**src/rtl/jsm_pkg.sv**
```systemverilog
// Shared types and codes for the JTAG shift master.
// No dependencies; imported by every other file of the block.
`default_nettype none

package jsm_pkg;

	// command / job codes
	localparam logic [1:0] JOB_TICK = 2'd0;
	localparam logic [1:0] JOB_TMS  = 2'd1;
	localparam logic [1:0] JOB_LSB  = 2'd2;
	localparam logic [1:0] JOB_MSB  = 2'd3;

	// sequencer phase codes
	localparam logic [1:0] PH_IDLE = 2'd0;
	localparam logic [1:0] PH_LOW  = 2'd1;
	localparam logic [1:0] PH_HIGH = 2'd2;

	// configuration register indexes
	localparam int CFG_IDX_W = 1;
	localparam logic [CFG_IDX_W-1:0] CFG_HALF_PERIOD = 1'd0;
	localparam logic [CFG_IDX_W-1:0] CFG_PORT_EN     = 1'd1;

	localparam int HALF_PERIOD_RST = 80;
	localparam int MSB_JOB_BITS    = 8;

	typedef struct packed {
		logic [1:0]  cmd;
		logic [31:0] out_bits;
		logic [5:0]  bit_count;
		logic        hold_tms;
		logic        target_out_pin;
	} req_item_t;

	typedef struct packed {
		logic        tck;
		logic        tms_pin;
		logic        data_pin;
		logic        pins_driven;
		logic        busy_res;
		logic        done_res;
		logic [31:0] read_data;
	} rsp_item_t;

endpackage

`default_nettype wire

```
**src/rtl/jsm_ifs.sv**
```systemverilog
// Valid/ready channel interfaces for the JTAG shift master.
// Depends on jsm_pkg for the beat types.
`default_nettype none

interface jsm_req_if import jsm_pkg::*; ();
	logic      valid;
	logic      ready;
	req_item_t data;

	modport source (output valid, output data, input ready);
	modport sink (input valid, input data, output ready);
endinterface

interface jsm_rsp_if import jsm_pkg::*; ();
	logic      valid;
	logic      ready;
	rsp_item_t data;

	modport source (output valid, output data, input ready);
	modport sink (input valid, input data, output ready);
endinterface

`default_nettype wire

```
**src/rtl/jsm_cfg.sv**
```systemverilog
// Configuration registers: half period and pin enable.
// Depends on jsm_pkg for register indexes and reset values.
`default_nettype none

module jsm_cfg import jsm_pkg::*; #(
	parameter int DELAY_WIDTH = 16
) (
	input  wire logic                   clk,
	input  wire logic                   arst_n,
	input  wire logic                   wr_en,
	input  wire logic [CFG_IDX_W-1:0]   index,
	input  wire logic [DELAY_WIDTH-1:0] wdata,
	output logic      [DELAY_WIDTH-1:0] half_period_q,
	output logic                        port_en_q
);

	always_ff @(posedge clk or negedge arst_n) begin
		if (!arst_n) begin
			half_period_q <= DELAY_WIDTH'(HALF_PERIOD_RST);
			port_en_q     <= 1'b0;
		end else if (wr_en) begin
			case (index)
				CFG_HALF_PERIOD: half_period_q <= wdata;
				CFG_PORT_EN:     port_en_q     <= wdata[0];
				default: ;
			endcase
		end
	end

endmodule

`default_nettype wire

```
**src/rtl/jsm_engine.sv**
```systemverilog
// Tick engine: shift registers, bit counter, half-period timer and pin latches.
// One tick per enabled cycle; result is combinational for the output stage.
// Depends on jsm_pkg.
`default_nettype none

module jsm_engine import jsm_pkg::*; #(
	parameter int MAX_SHIFT_BITS = 32,
	parameter int DELAY_WIDTH    = 16
) (
	input  wire logic                   clk,
	input  wire logic                   arst_n,
	input  wire logic                   en,
	input  wire req_item_t              item,
	input  wire logic [DELAY_WIDTH-1:0] half_period,
	input  wire logic                   port_en,
	output rsp_item_t                   res
);

	localparam int SW   = MAX_SHIFT_BITS;
	localparam int BL_W = $clog2(MAX_SHIFT_BITS + 1);

	logic [SW-1:0]          out_shift_q, in_shift_q, n_out, n_in;
	logic [BL_W-1:0]        bits_left_q, n_bl;
	logic [DELAY_WIDTH-1:0] wait_q, n_wait, half_len;
	logic [1:0]             phase_q, job_q, n_phase, n_job;
	logic                   tck_q, tms_q, data_q, n_tck, n_tms, n_data;
	logic                   done, do_drive;
	logic [31:0]            len_w;

	assign half_len = (half_period == '0) ? DELAY_WIDTH'(1) : half_period;

	always_comb begin
		n_out    = out_shift_q;
		n_in     = in_shift_q;
		n_bl     = bits_left_q;
		n_wait   = wait_q;
		n_phase  = phase_q;
		n_job    = job_q;
		n_tck    = tck_q;
		n_tms    = tms_q;
		n_data   = data_q;
		done     = 1'b0;
		do_drive = 1'b0;
		len_w    = 32'(item.bit_count);

		if (phase_q == PH_IDLE) begin
			if (item.cmd != JOB_TICK) begin
				n_job = item.cmd;
				if (len_w > 32'(MAX_SHIFT_BITS))
					len_w = 32'(MAX_SHIFT_BITS);
				if (item.cmd == JOB_MSB) begin
					if (len_w > 32'(MSB_JOB_BITS))
						len_w = 32'(MSB_JOB_BITS);
					n_out = SW'({56'd0, item.out_bits[7:0]});
				end else begin
					n_out = SW'({32'd0, item.out_bits});
				end
				if (item.cmd != JOB_TMS) begin
					n_tms = item.hold_tms;
					n_in  = '0;
				end
				n_bl = BL_W'(len_w);
				if (len_w == 32'd0)
					done = 1'b1;
				else
					do_drive = 1'b1;
			end
		end else if (wait_q > DELAY_WIDTH'(1)) begin
			n_wait = wait_q - DELAY_WIDTH'(1);
		end else if (phase_q == PH_LOW) begin
			// sample on the rising TCK edge
			case (job_q)
				JOB_LSB: n_in = {in_shift_q[SW-2:0], item.target_out_pin};
				JOB_MSB: n_in = SW'({56'd0, item.target_out_pin, in_shift_q[7:1]});
				default: ;
			endcase
			n_tck   = 1'b1;
			n_phase = PH_HIGH;
			n_wait  = half_len;
		end else begin
			n_tck = 1'b0;
			if (bits_left_q != '0)
				n_bl = bits_left_q - BL_W'(1);
			if (n_bl == '0) begin
				n_phase = PH_IDLE;
				n_wait  = '0;
				done    = 1'b1;
			end else begin
				do_drive = 1'b1;
			end
		end

		if (do_drive) begin
			case (n_job)
				JOB_TMS: begin
					n_tms = n_out[0];
					n_out = n_out >> 1;
				end
				JOB_LSB: begin
					n_data = n_out[0];
					n_out  = n_out >> 1;
				end
				default: begin
					n_data = n_out[7];
					n_out  = SW'({56'd0, n_out[6:0], 1'b0});
				end
			endcase
			n_phase = PH_LOW;
			n_wait  = half_len;
		end
	end

	always_ff @(posedge clk or negedge arst_n) begin
		if (!arst_n) begin
			out_shift_q <= '0;
			in_shift_q  <= '0;
			bits_left_q <= '0;
			wait_q      <= '0;
			phase_q     <= PH_IDLE;
			job_q       <= JOB_TICK;
			tck_q       <= 1'b0;
			tms_q       <= 1'b0;
			data_q      <= 1'b0;
		end else if (en) begin
			out_shift_q <= n_out;
			in_shift_q  <= n_in;
			bits_left_q <= n_bl;
			wait_q      <= n_wait;
			phase_q     <= n_phase;
			job_q       <= n_job;
			tck_q       <= n_tck;
			tms_q       <= n_tms;
			data_q      <= n_data;
		end
	end

	always_comb begin
		res.tck         = n_tck;
		res.tms_pin     = n_tms;
		res.data_pin    = n_data;
		res.pins_driven = port_en;
		res.busy_res    = (n_phase != PH_IDLE);
		res.done_res    = done;
		res.read_data   = 32'(n_in);
	end

	// TCK is high exactly in the high half
	a_tck_phase: assert property (@(posedge clk) disable iff (!arst_n)
		tck_q == (phase_q == PH_HIGH))
		else $error("tck level out of step with phase");

	// a running job always has bits and a live timer
	a_busy_counts: assert property (@(posedge clk) disable iff (!arst_n)
		(phase_q != PH_IDLE) |-> (bits_left_q != '0 && wait_q != '0))
		else $error("busy with empty counter or timer");

	// an idle tick leaves the shift state alone
	a_idle_tick: assert property (@(posedge clk) disable iff (!arst_n)
		(en && phase_q == PH_IDLE && item.cmd == JOB_TICK) |=>
		($stable(out_shift_q) && $stable(in_shift_q) && phase_q == PH_IDLE))
		else $error("idle tick changed engine state");

	// a job never ends with TCK left high
	a_done_low: assert property (@(posedge clk) disable iff (!arst_n)
		(en && done) |-> !n_tck)
		else $error("job completed with tck high");

endmodule

`default_nettype wire

```
**src/rtl/jtag_shift_master.sv**
```systemverilog
// JTAG shift master top level: input register, tick engine, result register.
// A beat accepted into the input register is stepped by the tick engine and registered in the result
// register, which offers its result beat until it is taken.
// Throughput: one beat per cycle while result beats are taken; the tick engine updates all state once per beat.
// Reset (arst_n, asynchronous, active low): engine idle, pins low, half period 80, pins tristate.
// Depends on jsm_pkg, jsm_ifs, jsm_cfg and jsm_engine.
`default_nettype none

module jtag_shift_master import jsm_pkg::*; #(
	parameter int MAX_SHIFT_BITS = 32,
	parameter int DELAY_WIDTH    = 16
) (
	input  wire logic                   clk,
	input  wire logic                   arst_n,
	jsm_req_if.sink                     req,
	jsm_rsp_if.source                   rsp,
	input  wire logic                   cfg_wr_en,
	input  wire logic [CFG_IDX_W-1:0]   cfg_index,
	input  wire logic [DELAY_WIDTH-1:0] cfg_wdata
);

	logic                   v_s1, v_s2, adv;
	req_item_t              item_s1;
	rsp_item_t              res, res_s2;
	logic [DELAY_WIDTH-1:0] half_period_q;
	logic                   port_en_q;

	assign adv       = v_s1 && (!v_s2 || rsp.ready);
	assign req.ready = !v_s1 || adv;
	assign rsp.valid = v_s2;
	assign rsp.data  = res_s2;

	always_ff @(posedge clk or negedge arst_n) begin
		if (!arst_n) begin
			v_s1 <= 1'b0;
			v_s2 <= 1'b0;
		end else begin
			if (req.ready)
				v_s1 <= req.valid;
			if (adv)
				v_s2 <= 1'b1;
			else if (rsp.ready)
				v_s2 <= 1'b0;
		end
	end

	always_ff @(posedge clk) begin
		if (req.valid && req.ready)
			item_s1 <= req.data;
		if (adv)
			res_s2 <= res;
	end

	jsm_cfg #(
		.DELAY_WIDTH (DELAY_WIDTH)
	) u_cfg (
		.clk           (clk),
		.arst_n        (arst_n),
		.wr_en         (cfg_wr_en),
		.index         (cfg_index),
		.wdata         (cfg_wdata),
		.half_period_q (half_period_q),
		.port_en_q     (port_en_q)
	);

	jsm_engine #(
		.MAX_SHIFT_BITS (MAX_SHIFT_BITS),
		.DELAY_WIDTH    (DELAY_WIDTH)
	) u_engine (
		.clk         (clk),
		.arst_n      (arst_n),
		.en          (adv),
		.item        (item_s1),
		.half_period (half_period_q),
		.port_en     (port_en_q),
		.res         (res)
	);

	// a stalled result beat is not overwritten
	a_s2_hold: assert property (@(posedge clk) disable iff (!arst_n)
		(v_s2 && !rsp.ready) |=> (v_s2 && $stable(res_s2)))
		else $error("result beat lost under stall");

	// an input beat is not dropped while the first stage is full and stalled
	a_s1_hold: assert property (@(posedge clk) disable iff (!arst_n)
		(v_s1 && !adv) |=> (v_s1 && $stable(item_s1)))
		else $error("input beat lost under stall");

	// every engine step leaves a result beat behind
	a_adv_result: assert property (@(posedge clk) disable iff (!arst_n)
		adv |=> v_s2)
		else $error("engine step without result beat");

endmodule

`default_nettype wire
```
**src/flat_wrapper.sv**
```systemverilog
// flat-port wrapper written by rule: the top's interface ports become plain ports
module jtag_shift_master_flat import jsm_pkg::*;
#(
	parameter int MAX_SHIFT_BITS = 32,
	parameter int DELAY_WIDTH    = 16
)
  (clk, arst_n, cfg_wr_en, cfg_index, cfg_wdata, req_valid, req_data, req_ready, rsp_valid, rsp_data, rsp_ready);
  jsm_req_if req_i ();
  jsm_rsp_if rsp_i ();
  input  wire logic clk;
  input  wire logic arst_n;
  input  wire logic cfg_wr_en;
  input  wire logic [CFG_IDX_W-1:0] cfg_index;
  input  wire logic [DELAY_WIDTH-1:0] cfg_wdata;
  input wire logic [$bits(req_i.valid)-1:0] req_valid;
  input wire logic [$bits(req_i.data)-1:0] req_data;
  output wire logic [$bits(req_i.ready)-1:0] req_ready;
  output wire logic [$bits(rsp_i.valid)-1:0] rsp_valid;
  output wire logic [$bits(rsp_i.data)-1:0] rsp_data;
  input wire logic [$bits(rsp_i.ready)-1:0] rsp_ready;
  assign req_i.valid = req_valid;
  assign req_i.data = req_data;
  assign req_ready = req_i.ready;
  assign rsp_valid = rsp_i.valid;
  assign rsp_data = rsp_i.data;
  assign rsp_i.ready = rsp_ready;
  jtag_shift_master #(.MAX_SHIFT_BITS(MAX_SHIFT_BITS), .DELAY_WIDTH(DELAY_WIDTH)) u_core (.clk(clk), .arst_n(arst_n), .req(req_i), .rsp(rsp_i), .cfg_wr_en(cfg_wr_en), .cfg_index(cfg_index), .cfg_wdata(cfg_wdata));
endmodule
```
**config.mk**
```make
export PLATFORM = sky130hd
export DESIGN_NAME = jtag_shift_master_flat
export DESIGN_NICKNAME = d
export VERILOG_FILES = /design/src/rtl/jsm_pkg.sv /design/src/rtl/jsm_ifs.sv /design/src/rtl/jsm_cfg.sv /design/src/rtl/jsm_engine.sv /design/src/rtl/jtag_shift_master.sv /design/src/flat_wrapper.sv
export SDC_FILE = /design/constraint.sdc
export NUM_CORES = 1
export LEC_CHECK = 0
export BUFFER_PORTS_ARGS = -buffer_cell sky130_fd_sc_hd__buf_2
export CORE_MARGIN = 5
export CORE_UTILIZATION = 59
export DETAILED_ROUTE_END_ITERATION = 6
export GPL_ROUTABILITY_DRIVEN = 0
export PLACE_DENSITY = 0.8
export SLEW_MARGIN = 40
export SYNTH_ARGS = -nofsm -noshare
export SYNTH_HDL_FRONTEND = slang
export SYNTH_SLANG_ARGS = --single-unit
```
**constraint.sdc**
```tcl
create_clock -name clk -period 4.1 [get_ports clk]
set_input_delay 0.615 -clock clk [delete_from_list [all_inputs] [get_ports clk]]
set_output_delay 0.615 -clock clk [all_outputs]
set_load 0.01 [all_outputs]
```
Word level (Yosys, flattened, before mapping)
Cells that the tools add are included.
{ "classes": {"n_eq_ne": 11, "reduce_logical": 20, "add_sub_neg": 2, "muxes": 63, "order_cmp": 3, "bitwise": 1} }
{ "ops": {"columns": ["operator", "n"], "rows": [
  ["2-to-1 mux 32 bit", 15],
  ["2-to-1 mux 16 bit", 6],
  ["one-hot mux 32 bit (2 select lines)", 1],
  ["2-to-1 mux 6 bit", 9],
  ["> comparator 32 x 4 -> 1 bit (second input constant)", 1],
  ["zero test 32 bit", 1],
  ["2-to-1 mux 31 bit", 1],
  ["2-to-1 mux 1 bit", 23],
  ["> comparator 16 x 1 -> 1 bit (second input constant)", 1],
  ["zero test 16 bit", 1],
  ["subtractor 16 x 1 -> 16 bit (second input constant)", 1],
  ["2-to-1 mux 2 bit", 7],
  ["== test 2 bit (second input constant)", 4],
  ["> comparator 6 bit (second input constant)", 1],
  ["zero test 6 bit", 1],
  ["inequality test 2 bit (second input constant)", 3],
  ["nonzero test 2 bit", 3],
  ["nonzero test 6 bit", 1],
  ["subtractor 6 x 1 -> 6 bit (second input constant)", 1],
  ["== test 2 x 1 -> 1 bit (second input constant)", 2],
  ["inequality test 2 x 1 -> 1 bit (second input constant)", 2],
  ["AND reduction 2 bit", 2],
  ["AND reduction 4 bit", 1],
  ["nonzero test 4 bit", 1],
  ["8 further kinds", 11]
]} }
{ "totals": {"register_bits": 192, "out_inout_bits": 40} }

Depth between registers and ports, before layout
{ "depth": {"ltp_word": 15, "depth_mapped": 12, "ltp_nobuf": 9} }

Cells and area by module
Synthesis repeated with hierarchy kept, for this count alone.
{ "hier_totals": {"cells_unflattened": 774, "hier_area_um2": 9172.5} }
{ "modules_own_cells": {"columns": ["module", "area_each_um2", "n_inst", "cells_per_inst", "seq_area_each_um2"], "rows": [
  ["jsm_engine", 5960.7, 1, 648, 2327.2],
  ["jtag_shift_master", 2506.2, 1, 88, 2452.4],
  ["jsm_cfg", 705.7, 1, 38, 427.9]
]} }

Worst setup path before layout
Ideal clock, no wire load.
{ "synth_path": {"path_type": "input -> register", "from": "in rsp_ready", "to": "reg u_core.res_s2 (netlist bit u_core.rsp.data[0]) (enable)", "path_stages": 5, "setup_ns": 0.417, "t_arrival_ns": 2.603, "setup_slack_ns": 1.080, "path_cell_list": "nand2b_1 > nand2_1 > inv_1 > clkbuf_1 > clkbuf_1"} }
{ "synth_between": {"elab_chain_cells": 2} }
{ "synth_rtl": {"columns": ["item", "line", "source"], "rows": [
  ["from (decl)", "flat_wrapper.sv:20", "input wire logic [$bits(rsp_i.ready)-1:0] rsp_ready;"],
  ["logical OR 1 bit", "jtag_shift_master.sv:28", "assign adv = v_s1 && (!v_s2 || rsp.ready);"],
  ["logical AND 1 bit", "jtag_shift_master.sv:28", null],
  ["net u_core.adv", "jtag_shift_master.sv:22", "logic v_s1, v_s2, adv;"],
  ["to (signal assigned)", "jtag_shift_master.sv:51", "res_s2 <= res;"],
  ["to (decl)", "jtag_shift_master.sv:24", "rsp_item_t res, res_s2;"]
]} }
The timed path passes the listed nets, and every way through them passes these cells.
A chain may end at the register's enable or synchronous reset.

Worst setup path after layout
{ "layout_path": {"from": "reg u_core.u_engine.wait_q[10]", "to": "reg u_core.u_engine.out_shift_q[8]"} }
{ "layout_between": {"elab_chain_cells": 4} }
{ "layout_rtl": {"columns": ["item", "line", "source"], "rows": [
  ["from (decl)", "jsm_engine.sv:24", "logic [DELAY_WIDTH-1:0] wait_q, n_wait, half_len;"],
  ["from (signal assigned)", "jsm_engine.sv:128", "wait_q <= n_wait;"],
  ["> comparator 16 x 1 -> 1 bit", "jsm_engine.sv:68", "end else if (wait_q > DELAY_WIDTH'(1)) begin"],
  ["2-to-1 mux 1 bit", "jsm_engine.sv:68", null],
  ["2-to-1 mux 1 bit", "jsm_engine.sv:46", "if (phase_q == PH_IDLE) begin"],
  ["2-to-1 mux 32 bit", "jsm_engine.sv:93", "if (do_drive) begin"],
  ["to (signal assigned)", "jsm_engine.sv:125", "out_shift_q <= n_out;"],
  ["to (decl)", "jsm_engine.sv:22", "logic [SW-1:0] out_shift_q, in_shift_q, n_out, n_in;"]
]} }
No other way between the ends.

==> results.sh <==
export IMPL_max_cap_violations=0
export IMPL_nets=924
export IMPL_grt_overflow_total=0
export IMPL_setup_violations=0
export IMPL_wl_per_cell_um=19.5
export IMPL_final_cell_mix="110 x dfrtp_1, 102 x buf_2, 80 x edfxtp_1, 61 x o21ai_0, 58 x a22o_1"
export IMPL_slew_violations=0
export IMPL_worst_setup_path_start_kind="flop"
export IMPL_grt_pass1_vias=6869
export IMPL_yosys_warnings=0
export IMPL_drc=0
export IMPL_ir_drop_v=0.000375
export IMPL_arrival_ns=3.55
export IMPL_num_vias=6879
export IMPL_drtPass1Iterations=5
export IMPL_p_leak_nw=4.29
export IMPL_fin_crit_sh=0.789
export IMPL_worstPathCellList="or3_1, or4_1, a311oi_4, buf_4, nor4_1, a211o_1"
export IMPL_cts_buffer_depth=2
export IMPL_critPathMaxStageDelay_ns=0.76
export IMPL_synth_nets=841
export IMPL_final_layout_size_suffix_gt1_frac=0.223
export IMPL_fin_crit_ns=3.23
export IMPL_cp_top_family="simple AND/OR/NAND/NOR gates"
export IMPL_syn_avg_cell_area_sq_um=11.6
export IMPL_slew_headroom=0.454
export IMPL_setup_slack_ns=0.866
export IMPL_dr_first_iter_drc_count=646
export IMPL_yosysSeqAreaShare=0.581
export IMPL_synth_cells=771
export IMPL_track_usage=0.238
export IMPL_ys_types=68
export IMPL_synth_top_area_cell="dfrtp_1"
export IMPL_htree_levels=4
export IMPL_grt_pass1_wl_mm=34.6
export IMPL_dp_cells=1023
export IMPL_clockRootBuffer="clkbuf_16"
export IMPL_n_antenna_cell=0
export IMPL_dp_hpwl_mm=13.4
export IMPL_outcome="finished, final reports clean"
export IMPL_port_buffers=103
export IMPL_synthFlopType="dfrtp_1"
export IMPL_synthArstFlopShare=0.583
export IMPL_antenna_found_initial=0
export IMPL_fmax_mhz=309
export IMPL_syn_to_final_growth_pct=13.4
export IMPL_stdcell_count=1055
export IMPL_fill_cells=1074
export IMPL_cts_setup_buffers=0
export IMPL_die_area_sq_um=17800
export IMPL_worstMarginPinSlew_ns=0.818
export IMPL_cts_resized_gates=0
export IMPL_die_w_um=133
export IMPL_rsz0062_at_grt="no"
export IMPL_ys_ff_latch=192
export IMPL_die_h_um=133
export IMPL_path_max_fanout=15
export IMPL_synthTopCellsByArea="dfrtp_1 31%, edfxtp_1 27%, a22o_1 5.7%"
export IMPL_synth_area_sq_um=8970
export IMPL_cts_tree="yes"
export IMPL_final_common_cell="dfrtp_1"
export IMPL_yosysTopAreaCellShare=0.307
export IMPL_cp_required_ns=4.42
export IMPL_fp_row_count=45
export IMPL_fp_coreArea_sq_um=15000
export IMPL_wl_mm=20.5
export IMPL_hold_path_class="in2async"
export IMPL_cts_sinks=192
export IMPL_cellPowerDensity_nw_per_um2=484
export IMPL_antenna_left=0
export IMPL_crit_type="reg2reg"
export IMPL_numCtsBuffers=17
export IMPL_insertion_delay_ns=0.43
export IMPL_start_util=0.596
export IMPL_hold_buffers=0
export IMPL_critPathBufInv=1
export IMPL_hold_viol_final=0
export IMPL_cp_end_kind="flop"
export IMPL_fin_skew_ns=0.00750
export IMPL_pre_cts_ws_ns=0.922
export IMPL_synth_edf_count=80
export IMPL_tns_ns=0
export IMPL_ios=104
export IMPL_crit_slowest_cell="or4_1"
export IMPL_clk_pin_slew_ns=0.07
export IMPL_grt_max_degree=73
export IMPL_via_per_inst=6.52
[synthesized netlist by cell type (4+ instances only)]
cell type and number:
a22oi_1 20, o221a_2 6, nor3_1 34, o211a_1 4
or3_1 11, inv_1 11, a21oi_1 38, nand2_1 36
a221o_1 17, o21ai_0 61, mux2i_1 20, edfxtp_1 80
dfrtp_1 110, ha_1 6, nor4_1 8, clkbuf_1 39
mux2_2 19, and3_1 5, o2bb2ai_1 6, buf_2 12
a22o_1 58, a32oi_1 4, nand3_1 37, o31ai_1 7
nand2b_1 6, nor2_1 34, or4_1 4, a21o_1 11
[per-layer routing]
metal / up-vias / part of all wire / global-route usage
met5: - / 0 / 0
met4: 0 / 0.020 / 0.0863
met3: 42 / 0.065 / 0.0457
met2: 296 / 0.47 / 0.374
met1: 3387 / 0.44 / 0.333
li1: 3154 / - / -
[flip-flops by register name (all words and copies together), names as in the netlist]
register,cells
u_core.u_engine.tms_q,1
u_core.u_engine.data_q,1
u_core.u_engine.out_shift_q,32
u_core.u_engine.phase_q,2
u_core.item_s1,42
u_core.u_cfg.half_period_q,16
u_core.v_s1,1
u_core.u_engine.tck_q,1
u_core.u_engine.bits_left_q,6
u_core.u_engine.wait_q,16
u_core.rsp.data,38
u_core.u_cfg.port_en_q,1
u_core.u_engine.job_q,2
u_core.u_engine.in_shift_q,32
u_core.rsp.valid,1
[report_power, final]
group | internal, mW | total, mW | switching [mW]
Clock | 0.843 | 1.53 | 0.691
Combinational | 0.381 | 0.919 | 0.539
Sequential | 2.26 | 2.46 | 0.200
[logic make-up (layout without fill, tap and decap cells)]
kind of cell | count (synthesis) | count (layout) | synth area share
fa+ha+maj | 6 | 6 | 0.00837
flops | 192 | 192 | 0.581
simple gates | 197 | 197 | 0.113
compound gates | 268 | 268 | 0.220
xor+xnor | 1 | 1 | 0.000977
buf+inv | 68 | 164 | 0.0314
mux | 39 | 39 | 0.0462
[layout make-up]
cell class | count | area, sq um | share of cell area
sequential | 192 | 5210 | 0.512
clock buffer | 20 | 447 | 0.0439
inverter | 11 | 41.3 | 0.00406
tap | 188 | 235 | 0.0231
clock inverter | 12 | 92.6 | 0.00911
multi-input combinational | 511 | 3490 | 0.343
timing repair buffer | 121 | 657 | 0.0646
[per-stage QoR]
step | util | instance area, sq um | power (mW) | hold slack [ns]
floorplan | - | 8970 | 3.10 | 0.319
global placement | 0.640 | 9620 | 3.32 | 0.427
detailed placement | 0.640 | 9630 | 3.39 | 0.437
CTS | 0.676 | 10200 | 4.92 | 0.218
global route | 0.676 | 10200 | 5.15 | 0.249
finish | 0.676 | 10200 | 4.92 | 0.203
[final timing paths]
check / startpoint / end / slack [ns] / cells after the start
worst max-delay path: u_core.u_engine.wait_q[10] / u_core.u_engine.out_shift_q[8] / 0.87 / 6
max in group asynchronous: arst_n / u_core.u_engine.out_shift_q[10] / 3.08 / 2
worst min register to register: u_core.u_cfg.port_en_q / u_core.rsp.data[34] / 0.46 / 0
worst min-delay path: arst_n / u_core.u_cfg.half_period_q[8] / 0.20 / 1
min in group clk: req_data[33] / u_core.item_s1[33] / 0.35 / 1
worst max register to register: u_core.u_engine.wait_q[10] / u_core.u_engine.out_shift_q[8] / 0.87 / 6
No activity file was read; power rests on OpenSTA's default activity.
